<file path="config.mk">
export PLATFORM = sky130hd
export DESIGN_NAME = relative_strength_index
export DESIGN_NICKNAME = d
export VERILOG_FILES = /design/src/rtl/rsi_pkg.sv /design/src/rtl/rsi_ram.sv /design/src/rtl/relative_strength_index.sv
export SDC_FILE = /design/constraint.sdc
export NUM_CORES = 2
export LEC_CHECK = 0
export BUFFER_PORTS_ARGS = -buffer_cell sky130_fd_sc_hd__buf_2
export CAP_MARGIN = 30
export CORE_UTILIZATION = 50
export DETAILED_ROUTE_END_ITERATION = 8
export PLACE_DENSITY = 0.65
export SETUP_SLACK_MARGIN = 0.2
export SKIP_LAST_GASP = 1
export SYNTH_ARGS = -nofsm -noshare
export SYNTH_HDL_FRONTEND = slang
export SYNTH_HIERARCHICAL = 1
export SYNTH_SLANG_ARGS = --single-unit
</file>
<file path="constraint.sdc">
create_clock -name clk -period 13.7 [get_ports clk]
set_input_delay 2.74 -clock clk [delete_from_list [all_inputs] [get_ports clk]]
set_output_delay 2.74 -clock clk [all_outputs]
set_load 0.02 [all_outputs]
</file>
<file path="src/rtl/rsi_pkg.sv">
// Package for the relative strength index block.
// Payload structs and fixed constants; no dependencies.
package rsi_pkg;

  localparam int PRICE_IN_W   = 32;
  localparam int PERIOD_W     = 7;
  localparam int RSI_W        = 15;
  localparam int PERIOD_RESET = 14;
  localparam int RSI_FULL     = 25600;
  // 25600 = 25 * 2**10
  localparam int SCALE_SHIFT  = 10;

  typedef struct packed {
    logic [PRICE_IN_W-1:0] price;
    logic                  first_of_series;
  } in_t;

  typedef struct packed {
    logic [RSI_W-1:0] rsi;
    logic             rsi_valid;
  } out_t;

endpackage

</file>
<file path="src/rtl/rsi_ram.sv">
// Generic single-write, single-read RAM with registered read data.
// No dependencies; read returns the old contents on a same-address write.
module rsi_ram #(
  parameter int WIDTH = 33,
  parameter int DEPTH = 64
) (
  input  logic                     clk,
  input  logic                     we,
  input  logic [$clog2(DEPTH)-1:0] waddr,
  input  logic [WIDTH-1:0]         wdata,
  input  logic [$clog2(DEPTH)-1:0] raddr,
  output logic [WIDTH-1:0]         rdata
);

  logic [WIDTH-1:0] mem [DEPTH];

  always_ff @(posedge clk) begin
    rdata <= mem[raddr];
    if (we) begin
      mem[waddr] <= wdata;
    end
  end

endmodule

</file>
<file path="src/rtl/relative_strength_index.sv">
// Relative strength index (simple moving window), RSI*256 per price transaction.
// An accepted price runs S_READ, S_UPDATE, S_SCALE, the 15-step divider in S_DIV, then
// S_OUT; an invalid or zero-loss result skips S_DIV, and the first price of a series goes
// straight to S_OUT. Prices are taken only in S_IDLE, after the last result is registered;
// a held result stalls the input until out_ready. Reset (rst_n, synchronous): period 14,
// sums, history count and ring pointer cleared. Depends on rsi_pkg and rsi_ram.
module relative_strength_index #(
  parameter int PERIOD_MAX  = 64,
  parameter int PRICE_WIDTH = 32
) (
  input  logic                          clk,
  input  logic                          rst_n,
  input  logic                          in_valid,
  output logic                          in_ready,
  input  rsi_pkg::in_t                  in_data,
  output logic                          out_valid,
  input  logic                          out_ready,
  output rsi_pkg::out_t                 out_data,
  input  logic                          cfg_valid,
  output logic                          cfg_ready,
  input  logic [rsi_pkg::PERIOD_W-1:0]  cfg_data
);

  import rsi_pkg::*;

  localparam int PW     = (PRICE_WIDTH < PRICE_IN_W) ? PRICE_WIDTH : PRICE_IN_W;
  localparam int CH_W   = PW + 1;
  localparam int SUM_W  = PW + $clog2(PERIOD_MAX);
  localparam int P_W    = $clog2(PERIOD_MAX + 1);
  localparam int CW     = (P_W > PERIOD_W) ? P_W : PERIOD_W;
  localparam int I_W    = $clog2(PERIOD_MAX + 2);
  localparam int PTR_W  = $clog2(PERIOD_MAX);
  localparam int LO_HI  = RSI_W - SCALE_SHIFT;
  localparam int N_W    = SUM_W + LO_HI;
  localparam int CNT_W  = $clog2(RSI_W);
  localparam logic [CNT_W-1:0] DIV_LAST = CNT_W'(RSI_W - 1);

  typedef enum logic [2:0] {
    S_IDLE,
    S_READ,
    S_UPDATE,
    S_SCALE,
    S_DIV,
    S_OUT
  } state_t;

  state_t                state_r, state_nxt;
  logic [PERIOD_W-1:0]   period_r, period_nxt;
  logic [PW-1:0]         prev_r, prev_nxt;
  logic [SUM_W-1:0]      gain_r, gain_nxt;
  logic [SUM_W-1:0]      loss_r, loss_nxt;
  logic [I_W-1:0]        items_r, items_nxt;
  logic [PTR_W-1:0]      ptr_r, ptr_nxt;
  logic [PTR_W-1:0]      wptr_r, wptr_nxt;
  logic signed [CH_W-1:0] change_r, change_nxt;
  logic                  remove_r, remove_nxt;
  logic [SUM_W-1:0]      rem_r, rem_nxt;
  logic [SUM_W-1:0]      den_r, den_nxt;
  logic [RSI_W-1:0]      lo_r, lo_nxt;
  logic [RSI_W-1:0]      quo_r, quo_nxt;
  logic [CNT_W-1:0]      cnt_r, cnt_nxt;
  out_t                  pend_r, pend_nxt;
  out_t                  out_r, out_nxt;
  logic                  out_valid_r, out_valid_nxt;

  logic [P_W-1:0]        p_eff;
  logic [P_W:0]          old_t;
  logic [P_W:0]          old_w;
  logic [PTR_W-1:0]      raddr;
  logic                  ram_we;
  logic [CH_W-1:0]       rdata;
  logic signed [CH_W-1:0] old_chg;
  logic signed [CH_W-1:0] old_neg;
  logic signed [CH_W-1:0] new_neg;
  logic [PW-1:0]         price_m;
  logic                  first;
  logic [N_W-1:0]        n25;
  logic [SUM_W:0]        shifted;
  logic [SUM_W:0]        diff;

  always_comb begin
    if (period_r == '0) begin
      p_eff = P_W'(1);
    end else if (CW'(period_r) > CW'(PERIOD_MAX)) begin
      p_eff = P_W'(PERIOD_MAX);
    end else begin
      p_eff = P_W'(period_r);
    end
  end

  // slot that drops out of the window: (ptr - p) mod PERIOD_MAX
  assign old_t = (P_W+1)'(ptr_r) + (P_W+1)'(PERIOD_MAX) - (P_W+1)'(p_eff);
  assign old_w = (old_t >= (P_W+1)'(PERIOD_MAX)) ? old_t - (P_W+1)'(PERIOD_MAX) : old_t;
  assign raddr = PTR_W'(old_w);
  assign ram_we = (state_r == S_READ);

  rsi_ram #(
    .WIDTH (CH_W),
    .DEPTH (PERIOD_MAX)
  ) u_ring (
    .clk   (clk),
    .we    (ram_we),
    .waddr (wptr_r),
    .wdata (change_r),
    .raddr (raddr),
    .rdata (rdata)
  );

  assign old_chg = signed'(rdata);
  assign old_neg = -old_chg;
  assign new_neg = -change_r;
  assign price_m = in_data.price[PW-1:0];
  assign first   = in_data.first_of_series || (items_r == '0);
  assign n25     = (N_W'(gain_r) << 4) + (N_W'(gain_r) << 3) + N_W'(gain_r);
  assign shifted = {rem_r, lo_r[RSI_W-1]};
  assign diff    = shifted - {1'b0, den_r};

  always_comb begin
    state_nxt     = state_r;
    period_nxt    = period_r;
    prev_nxt      = prev_r;
    gain_nxt      = gain_r;
    loss_nxt      = loss_r;
    items_nxt     = items_r;
    ptr_nxt       = ptr_r;
    wptr_nxt      = wptr_r;
    change_nxt    = change_r;
    remove_nxt    = remove_r;
    rem_nxt       = rem_r;
    den_nxt       = den_r;
    lo_nxt        = lo_r;
    quo_nxt       = quo_r;
    cnt_nxt       = cnt_r;
    pend_nxt      = pend_r;
    out_nxt       = out_r;
    out_valid_nxt = out_valid_r;

    if (out_valid_r && out_ready) begin
      out_valid_nxt = 1'b0;
    end

    case (state_r)
      S_IDLE: begin
        if (in_valid) begin
          prev_nxt = price_m;
          if (first) begin
            gain_nxt  = '0;
            loss_nxt  = '0;
            items_nxt = I_W'(1);
            ptr_nxt   = '0;
            pend_nxt  = '{rsi: '0, rsi_valid: 1'b0};
            state_nxt = S_OUT;
          end else begin
            change_nxt = signed'({1'b0, price_m}) - signed'({1'b0, prev_r});
            remove_nxt = (items_r > I_W'(p_eff));
            wptr_nxt   = ptr_r;
            ptr_nxt    = (ptr_r == PTR_W'(PERIOD_MAX - 1)) ? '0 : ptr_r + 1'b1;
            if (items_r <= I_W'(PERIOD_MAX)) begin
              items_nxt = items_r + 1'b1;
            end
            state_nxt  = S_READ;
          end
        end
      end
      S_READ: begin
        if (remove_r) begin
          if (old_chg > 0) begin
            gain_nxt = gain_r - SUM_W'(old_chg[PW-1:0]);
          end else begin
            loss_nxt = loss_r - SUM_W'(old_neg[PW-1:0]);
          end
        end
        state_nxt = S_UPDATE;
      end
      S_UPDATE: begin
        if (change_r > 0) begin
          gain_nxt = gain_r + SUM_W'(change_r[PW-1:0]);
        end else begin
          loss_nxt = loss_r + SUM_W'(new_neg[PW-1:0]);
        end
        state_nxt = S_SCALE;
      end
      S_SCALE: begin
        if (!(items_r > I_W'(p_eff))) begin
          pend_nxt  = '{rsi: '0, rsi_valid: 1'b0};
          state_nxt = S_OUT;
        end else if (loss_r == '0) begin
          pend_nxt  = '{rsi: RSI_W'(RSI_FULL), rsi_valid: 1'b1};
          state_nxt = S_OUT;
        end else begin
          rem_nxt   = n25[N_W-1:LO_HI];
          lo_nxt    = {n25[LO_HI-1:0], SCALE_SHIFT'(0)};
          den_nxt   = gain_r + loss_r;
          quo_nxt   = '0;
          cnt_nxt   = DIV_LAST;
          state_nxt = S_DIV;
        end
      end
      S_DIV: begin
        if (!diff[SUM_W]) begin
          rem_nxt = SUM_W'(diff);
          quo_nxt = {quo_r[RSI_W-2:0], 1'b1};
        end else begin
          rem_nxt = SUM_W'(shifted);
          quo_nxt = {quo_r[RSI_W-2:0], 1'b0};
        end
        lo_nxt  = {lo_r[RSI_W-2:0], 1'b0};
        cnt_nxt = cnt_r - 1'b1;
        if (cnt_r == '0) begin
          pend_nxt  = '{rsi: quo_nxt, rsi_valid: 1'b1};
          state_nxt = S_OUT;
        end
      end
      S_OUT: begin
        if (!out_valid_r || out_ready) begin
          out_nxt       = pend_r;
          out_valid_nxt = 1'b1;
          state_nxt     = S_IDLE;
        end
      end
      default: begin
        state_nxt = S_IDLE;
      end
    endcase

    // a period write restarts the series
    if (cfg_valid) begin
      period_nxt = cfg_data;
      items_nxt  = '0;
      ptr_nxt    = '0;
      gain_nxt   = '0;
      loss_nxt   = '0;
    end
  end

  always_ff @(posedge clk) begin
    if (!rst_n) begin
      state_r     <= S_IDLE;
      period_r    <= PERIOD_W'(PERIOD_RESET);
      prev_r      <= '0;
      gain_r      <= '0;
      loss_r      <= '0;
      items_r     <= '0;
      ptr_r       <= '0;
      out_valid_r <= 1'b0;
    end else begin
      state_r     <= state_nxt;
      period_r    <= period_nxt;
      prev_r      <= prev_nxt;
      gain_r      <= gain_nxt;
      loss_r      <= loss_nxt;
      items_r     <= items_nxt;
      ptr_r       <= ptr_nxt;
      out_valid_r <= out_valid_nxt;
    end
    wptr_r   <= wptr_nxt;
    change_r <= change_nxt;
    remove_r <= remove_nxt;
    rem_r    <= rem_nxt;
    den_r    <= den_nxt;
    lo_r     <= lo_nxt;
    quo_r    <= quo_nxt;
    cnt_r    <= cnt_nxt;
    pend_r   <= pend_nxt;
    out_r    <= out_nxt;
  end

  assign in_ready  = (state_r == S_IDLE);
  assign cfg_ready = 1'b1;
  assign out_valid = out_valid_r;
  assign out_data  = out_r;

  a_rsi_range: assert property (@(posedge clk) disable iff (!rst_n)
    out_valid |-> out_data.rsi <= RSI_W'(RSI_FULL))
    else $error("rsi above full scale");

  a_invalid_zero: assert property (@(posedge clk) disable iff (!rst_n)
    out_valid && !out_data.rsi_valid |-> out_data.rsi == '0)
    else $error("invalid transaction carries a nonzero rsi");

  a_rem_below_den: assert property (@(posedge clk) disable iff (!rst_n)
    state_r == S_DIV |-> rem_r < den_r)
    else $error("divider remainder not below divisor");

  a_items_sat: assert property (@(posedge clk) disable iff (!rst_n)
    items_r <= I_W'(PERIOD_MAX + 1))
    else $error("history count past saturation");

endmodule

</file>
Yosys cells after proc, flatten, opt, wreduce, memory -nomap -nowiden
Memory sizes are Yosys's and may differ from the RTL's. A register that Yosys moved wholly into a read port is not among the register bits.
Index checks and enable logic that the tools add are counted.

storage, ports and cells
  bits in writable memories = 2112
  register bits after elaboration = 313
  input port bits = 45
  memories = 1

memories
  name        depth  width  read ports  clocked after memory_dff  wr ports  RTL line       RTL
  u_ring.mem  64     33     1           1                         1         rsi_ram.sv:15  logic [WIDTH-1:0] mem [DEPTH];

cells by class
  $lt $le $gt $ge = 6
  reduce and logical (&&, ||, !) cells = 24
  muxes and demuxes = 49
  bitwise logic cells = 3
  eq/ne operators = 18
  add/subtract/negate cells = 17

operators with widths
  kind                   number
  $mux W38               11
  $pmux W38 S3           2
  $mux W16               5
  $add A38 B32 Y38       2
  $pmux W38 S2           1
  $sub A38 B32 Y38       2
  $gt A33 B1 Y1 const B  2
  $neg A32 Y32           2
  $pmux W16 S3           1
  $add A42 B41 Y43       1
  $add A43 B38 Y43       1
  $sub A39 B38 Y39       1
  $add A38 B38 Y38       1
  $logic_not A38 Y1      1
  $sub A32 B32 Y33       1
  $mux W15               2
  $pmux W15 S2           1
  $mux W14               2
  $mux W7                4
  $pmux W14 S2           1
  $ne A2 B2 Y1 const B   10
  $mux W6                3
  $pmux W3 S6            1
  $reduce_and A3 Y1      5
  other kinds (33)       54

Logic depth before layout (Yosys ltp)
  word-level depth = 6
  mapped depth = 27

Hierarchy
The synthesis kept the hierarchy.

modules (own cells, without submodules)
  module                   instances  seq. area each (µm²)  cells each  area each (µm²)
  rsi_ram                  1          64081.5               3598        81186.6
  relative_strength_index  1          7777.5                3049        25944.9

Worst setup path before layout
Ideal clock, no wire load.

  path kind = reg2reg
  start = register period_r[6]
  end = register pend_r[0] (netlist name), enable pin
  data arrival time = 5.291 ns
  cell stages (with the launch flop) = 13
  setup slack = 7.848 ns
  period minus slack after synthesis = 5.852 ns
  data required time = 13.138 ns
  cells stage by stage = dfxtp_1 inv_1 nand2_1 ha_1 nor2b_1 o21ai_0 nand2b_1 a21oi_1 o21ai_0 o21a_1 nand2_1 nor3_1 nor3_1

between the ends
  cells in the longest elaborated chain, start to end = 6
  elaborated cells on any way between the ends = 7
  classes of those cells = order compare (2); eq/ne (1); mux (2); reduce/logical (2)

RTL lines
  item                                  RTL line                        RTL
  from (decl)                           relative_strength_index.sv:48   logic [PERIOD_W-1:0] period_r, period_nxt;
  from (signal assigned)                relative_strength_index.sv:239  period_r <= PERIOD_W'(PERIOD_RESET);
  from (signal assigned)                relative_strength_index.sv:248  period_r <= period_nxt;
  $gt A7 B7 Y1                          relative_strength_index.sv:84   end else if (CW'(period_r) > CW'(PERIOD_MAX)) begin
  $mux W7                               relative_strength_index.sv:84
  $mux W7 *                             relative_strength_index.sv:82   if (period_r == '0) begin
  $gt A7 B7 Y1 *                        relative_strength_index.sv:184  if (!(items_r > I_W'(p_eff))) begin
  $ne A3 B3 Y1 (no source line) *       --
  $reduce_and A5 Y1 (no source line) *  --
  to (signal assigned)                  relative_strength_index.sv:264  pend_r <= pend_nxt;
  to (decl)                             relative_strength_index.sv:62   out_t pend_r, pend_nxt;

Every way passes the cells marked *; elsewhere a longest branch is shown, timed or not.
A chain may end at the register's enable or synchronous reset.

Final worst setup path
  start = register state_r[2]
  end = register gain_r[34]

between the ends
  cells in the longest elaborated chain, start to end = 3
  elaborated cells on any way between the ends = 11
  classes of those cells = eq/ne (7); mux (1); reduce/logical (3)

RTL lines
  item                                                   RTL line                        RTL
  from (decl)                                            relative_strength_index.sv:47   state_t state_r, state_nxt;
  from (signal assigned)                                 relative_strength_index.sv:247  state_r <= state_nxt;
  $eq A3 B2 Y1 (tied with other cells)                   relative_strength_index.sv:142  case (state_r)
  $ne A2 B2 Y1 (no source line) (tied with other cells)  --
  $reduce_and A6 Y1 (no source line)                     --
  to (signal assigned)                                   relative_strength_index.sv:250  gain_r <= gain_nxt;
  to (decl)                                              relative_strength_index.sv:50   logic [SUM_W-1:0] gain_r, gain_nxt;

Several ways; a longest one is shown, not always the timed one.

==> impl_results.md <==
* CP startpoint kind: flip-flop
* DR WL/cell at 28.7 µm
* Worst path arrival time at 7140 ps
* Global route overflow at 0
* Fill count at 16200
* HP Start: pend_r[8]
* GR Util All Layers at 0.261
* Setup TNS Final at 0 ps
* Remaining antenna violation count at 0
* Port Buffers at 62
* Post-synth top area share at 0.640
* Sequential power share at 0.470
* Pleak at 40.0 nW
* Sw power at 4.91 mW
* FF-to-FF setup slack at 7360 ps
* Clock share of power at 0.363
* Maximum vdd ir drop at 0.000151 V
* Post-synth EDFFs at 2283
* Vias per cell at 6.27
* Net Sw Frac at 0.272
* Clk pin slew, worst setup/hold paths at 60 ps
* Die X-Extent at 465 µm
* Yosys top cell by area: edfxtp_1
* Vias in the first global route at 61200
* H-tree depth at 4
* Hold Path Stages at 0
* Sink Count at 2448
* Ys flop type: edfxtp_1
* Number of hold violations in the final report at 0
* Initial antenna violation count at 11
* Status: completed
* Final Skew at 75.4 ps
* Die Ht at 465 µm
* #FFs+latches synth at 2448
* Layout cells sized above 1 at 0.176
* Crit path time final at 6340 ps
* Slew Viols, Final at 0
* Routed vias at 61700
* Worst-skew pair later-pin latency at 910 ps
* Period utilisation layout at 0.463
* DRT iter0 DRCs at 7056
* Effective utilization at floorplan at 0.504
* First-pass GRT wire length at 412 mm
* Storage element area at 0.0719 mm²
* Syn Std Cell Area at 0.107 mm²
* RSZ-0062 raised after global routing: no
* Final wirelength at 282 mm
* Footprint of the multi-input gates at 0.0336 mm²
* Post-DP HPWL at 168 mm
* Sequential share of the synthesized area at 0.671
* Router iterations before antenna repair at 6
* RR Endpoint: gain_r[34]
* Post-synth ARST share at 0
* CP max FO at 52
* Reg2Reg Depth at 17
* Clock Path Buffers at 3
* Finish-stage setup viols at 0
* Total of cells resized after clock tree synthesis at 0
* Num CTS Buffers at 238
* Fmax at 0.158 GHz
* Largest net degree at the start of global routing at 96
* Syn_area_per_cell at 16.1 µm²
* Comb pwr share at 0.167
* Clk root buf: clkbuf_16
* WHS at 422 ps
* Max-slew headroom at 0.290
* Area of the die at 0.216 mm²
* CP Capture Type: flip-flop
* Hold endpoint: out_data[8]
* DRC at 0
* Post-CTS Setup Bufs at 0
* CTS tree: done
* Slew @ Worst Pin at 1060 ps
* Ports at 64
* Area delta synth->final at 11.4%
* FF-to-FF Start: state_r[2]
* Mapped Nets at 6977
* GPL Wtd Cong at 0.882
* Hold-fix buffers, CTS at 0
* PwrDens at 151 mW/mm²
* Min-Delay Path Class: reg2reg
* Pint at 13.1 mW
* Fin nets at 7143
* Yosys warning total at 6
* Row cnt at 169
* Number of library cell types mapped by synthesis at 98
* Gate count of the mapped netlist at 6647
* Maximum capacitance violations at 0
* Worst setup path category: reg2reg
* Core ar. at 0.213 mm²
* CP required at 14500 ps
* Largest cells by area after synthesis: edfxtp_1 64%, mux4_2 10%, dfxtp_1 3.1%, ha_1 2.8%, a21oi_1 1.5%
[cells in the mapped netlist, types with 23 or more instances]
| library cell | n |
|---|---|
| o211ai_1 | 23 |
| a31oi_1 | 39 |
| nand2_1 | 405 |
| buf_6 | 30 |
| nand3_1 | 172 |
| o21ai_0 | 158 |
| nor2_1 | 296 |
| buf_2 | 69 |
| a211oi_1 | 32 |
| ha_1 | 244 |
| clkbuf_1 | 176 |
| mux4_2 | 485 |
| fa_1 | 41 |
| nor4_1 | 30 |
| o221ai_1 | 48 |
| nor3_1 | 79 |
| o21a_1 | 24 |
| edfxtp_1 | 2283 |
| a21boi_0 | 42 |
| a21oi_1 | 318 |
| or3_1 | 33 |
| a21o_1 | 142 |
| o22ai_1 | 66 |
| and3_1 | 70 |
| a22oi_1 | 98 |
| nand4_1 | 70 |
| inv_1 | 163 |
| dfxtp_1 | 165 |
| xor2_1 | 103 |
| nand2b_1 | 44 |
| mux2i_1 | 137 |
| and2_1 | 30 |
| nor2b_1 | 63 |
| xnor2_1 | 167 |
[how the worst max path moves through the flow]
stage	cells after the start	start	to
after global placement	17	state_r[2]	gain_r[34]
after global routing	16	state_r[2]	gain_r[35]
after detailed placement	17	state_r[2]	gain_r[34]
after floorplan	12	period_r[6]	pend_r[0]
after CTS	17	state_r[2]	gain_r[34]
final	17	state_r[2]	gain_r[34]
[layout by cell type (no fill, tap or decap), types with 32 or more instances in the layout]
cell type,n
xor2_1,100
ha_1,244
o22ai_1,66
nor2_4,68
a21oi_1,318
o221ai_1,48
fa_1,41
mux2i_1,137
clkbuf_1,50
nor2_1,227
xnor2_1,165
nand4_1,70
a31oi_1,39
inv_1,161
a22oi_1,98
nor2b_1,59
or3_1,33
buf_2,63
clkinv_2,47
mux4_2,485
edfxtp_1,2283
dfxtp_1,165
nand3_1,172
a21o_1,142
and3_1,70
nand2_1,405
clkbuf_16,240
nand2b_1,43
o21ai_0,157
a21boi_0,42
nor3_1,75
clkinv_1,55
a211oi_1,32
buf_4,171
[per-layer routing]
layer  vias up  wire length [µm]  track usage
met5         -                41            0
met4         6              9880       0.0890
met3       448             22900       0.0427
met2      2595            134000        0.417
met1     31900            116000        0.365
li1      26800                 -            -
[flip-flops by register name (all words and copies together), names as in the netlist, 14 cells and up]
name          count
u_ring/mem     2112
den_r            38
gain_r           38
loss_r           38
rem_r            38
change_r         33
u_ring/rdata     33
prev_r           32
out_data         16
pend_r           16
quo_r            14
[layout make-up]
type	instances	share of cell area
diodes	7	0.000147
clock buffers	293	0.0523
clock inverters	155	0.0133
inverters	166	0.00535
multi-input cells	3716	0.282
flip-flops and latches	2448	0.602
well taps	2821	0.0296
repair buffers	243	0.0151
[worst max-delay path, stage by stage, from the launching register on]
cell	delay [ps]
dfxtp_1	960
nand2b_1	400
or2_2	550
buf_4	530
nor2_1	80
a21oi_1	170
ha_1	310
o21a_1	190
o31a_1	140
o311ai_0	730
o211ai_1	240
a2111oi_0	460
o31a_1	290
o31a_1	200
o21ai_0	160
a31oi_1	230
mux2_2	350
a31o_2	210
[power groups by stage]
stage	Clock (mW)	Combinational, mW	Sequential [mW]
global placement	0	2.94	8.62
CTS	6.64	2.99	8.47
detailed placement	0	2.98	8.63
floorplan	0	2.08	8.56
global route	6.92	3.25	8.48
finish	6.55	3.01	8.47
[logic make-up (layout without fill, tap and decap cells)]
logic type               after synthesis  after routing  synth area share
flip-flops                          2448           2448             0.671
multiplexers                         629            629             0.115
other                                  1              8         0.0000350
AO/OA/AOI/OAI                       1163           1163            0.0720
XOR/XNOR                             271            271            0.0222
AND/OR/NAND/NOR                     1367           1367            0.0622
adder cells (fa/ha/maj)              285            285            0.0362
buffers and inverters                483            857            0.0211
[stage by stage]
stage | power [mW] | cell area, µm² | worst slack [ps] | cells | util
floorplan | 10.6 | 107000 | 7850 | 6647 | -
global placement | 11.6 | 111000 | 7530 | 9383 | 0.524
detailed placement | 11.6 | 111000 | 7390 | 9392 | 0.524
CTS | 18.1 | 119000 | 7390 | 9840 | 0.561
global route | 18.6 | 119000 | 6980 | 9844 | 0.561
finish | 18.0 | 119000 | 7360 | 9849 | 0.561
No activity file was read; power rests on OpenSTA's default activity.
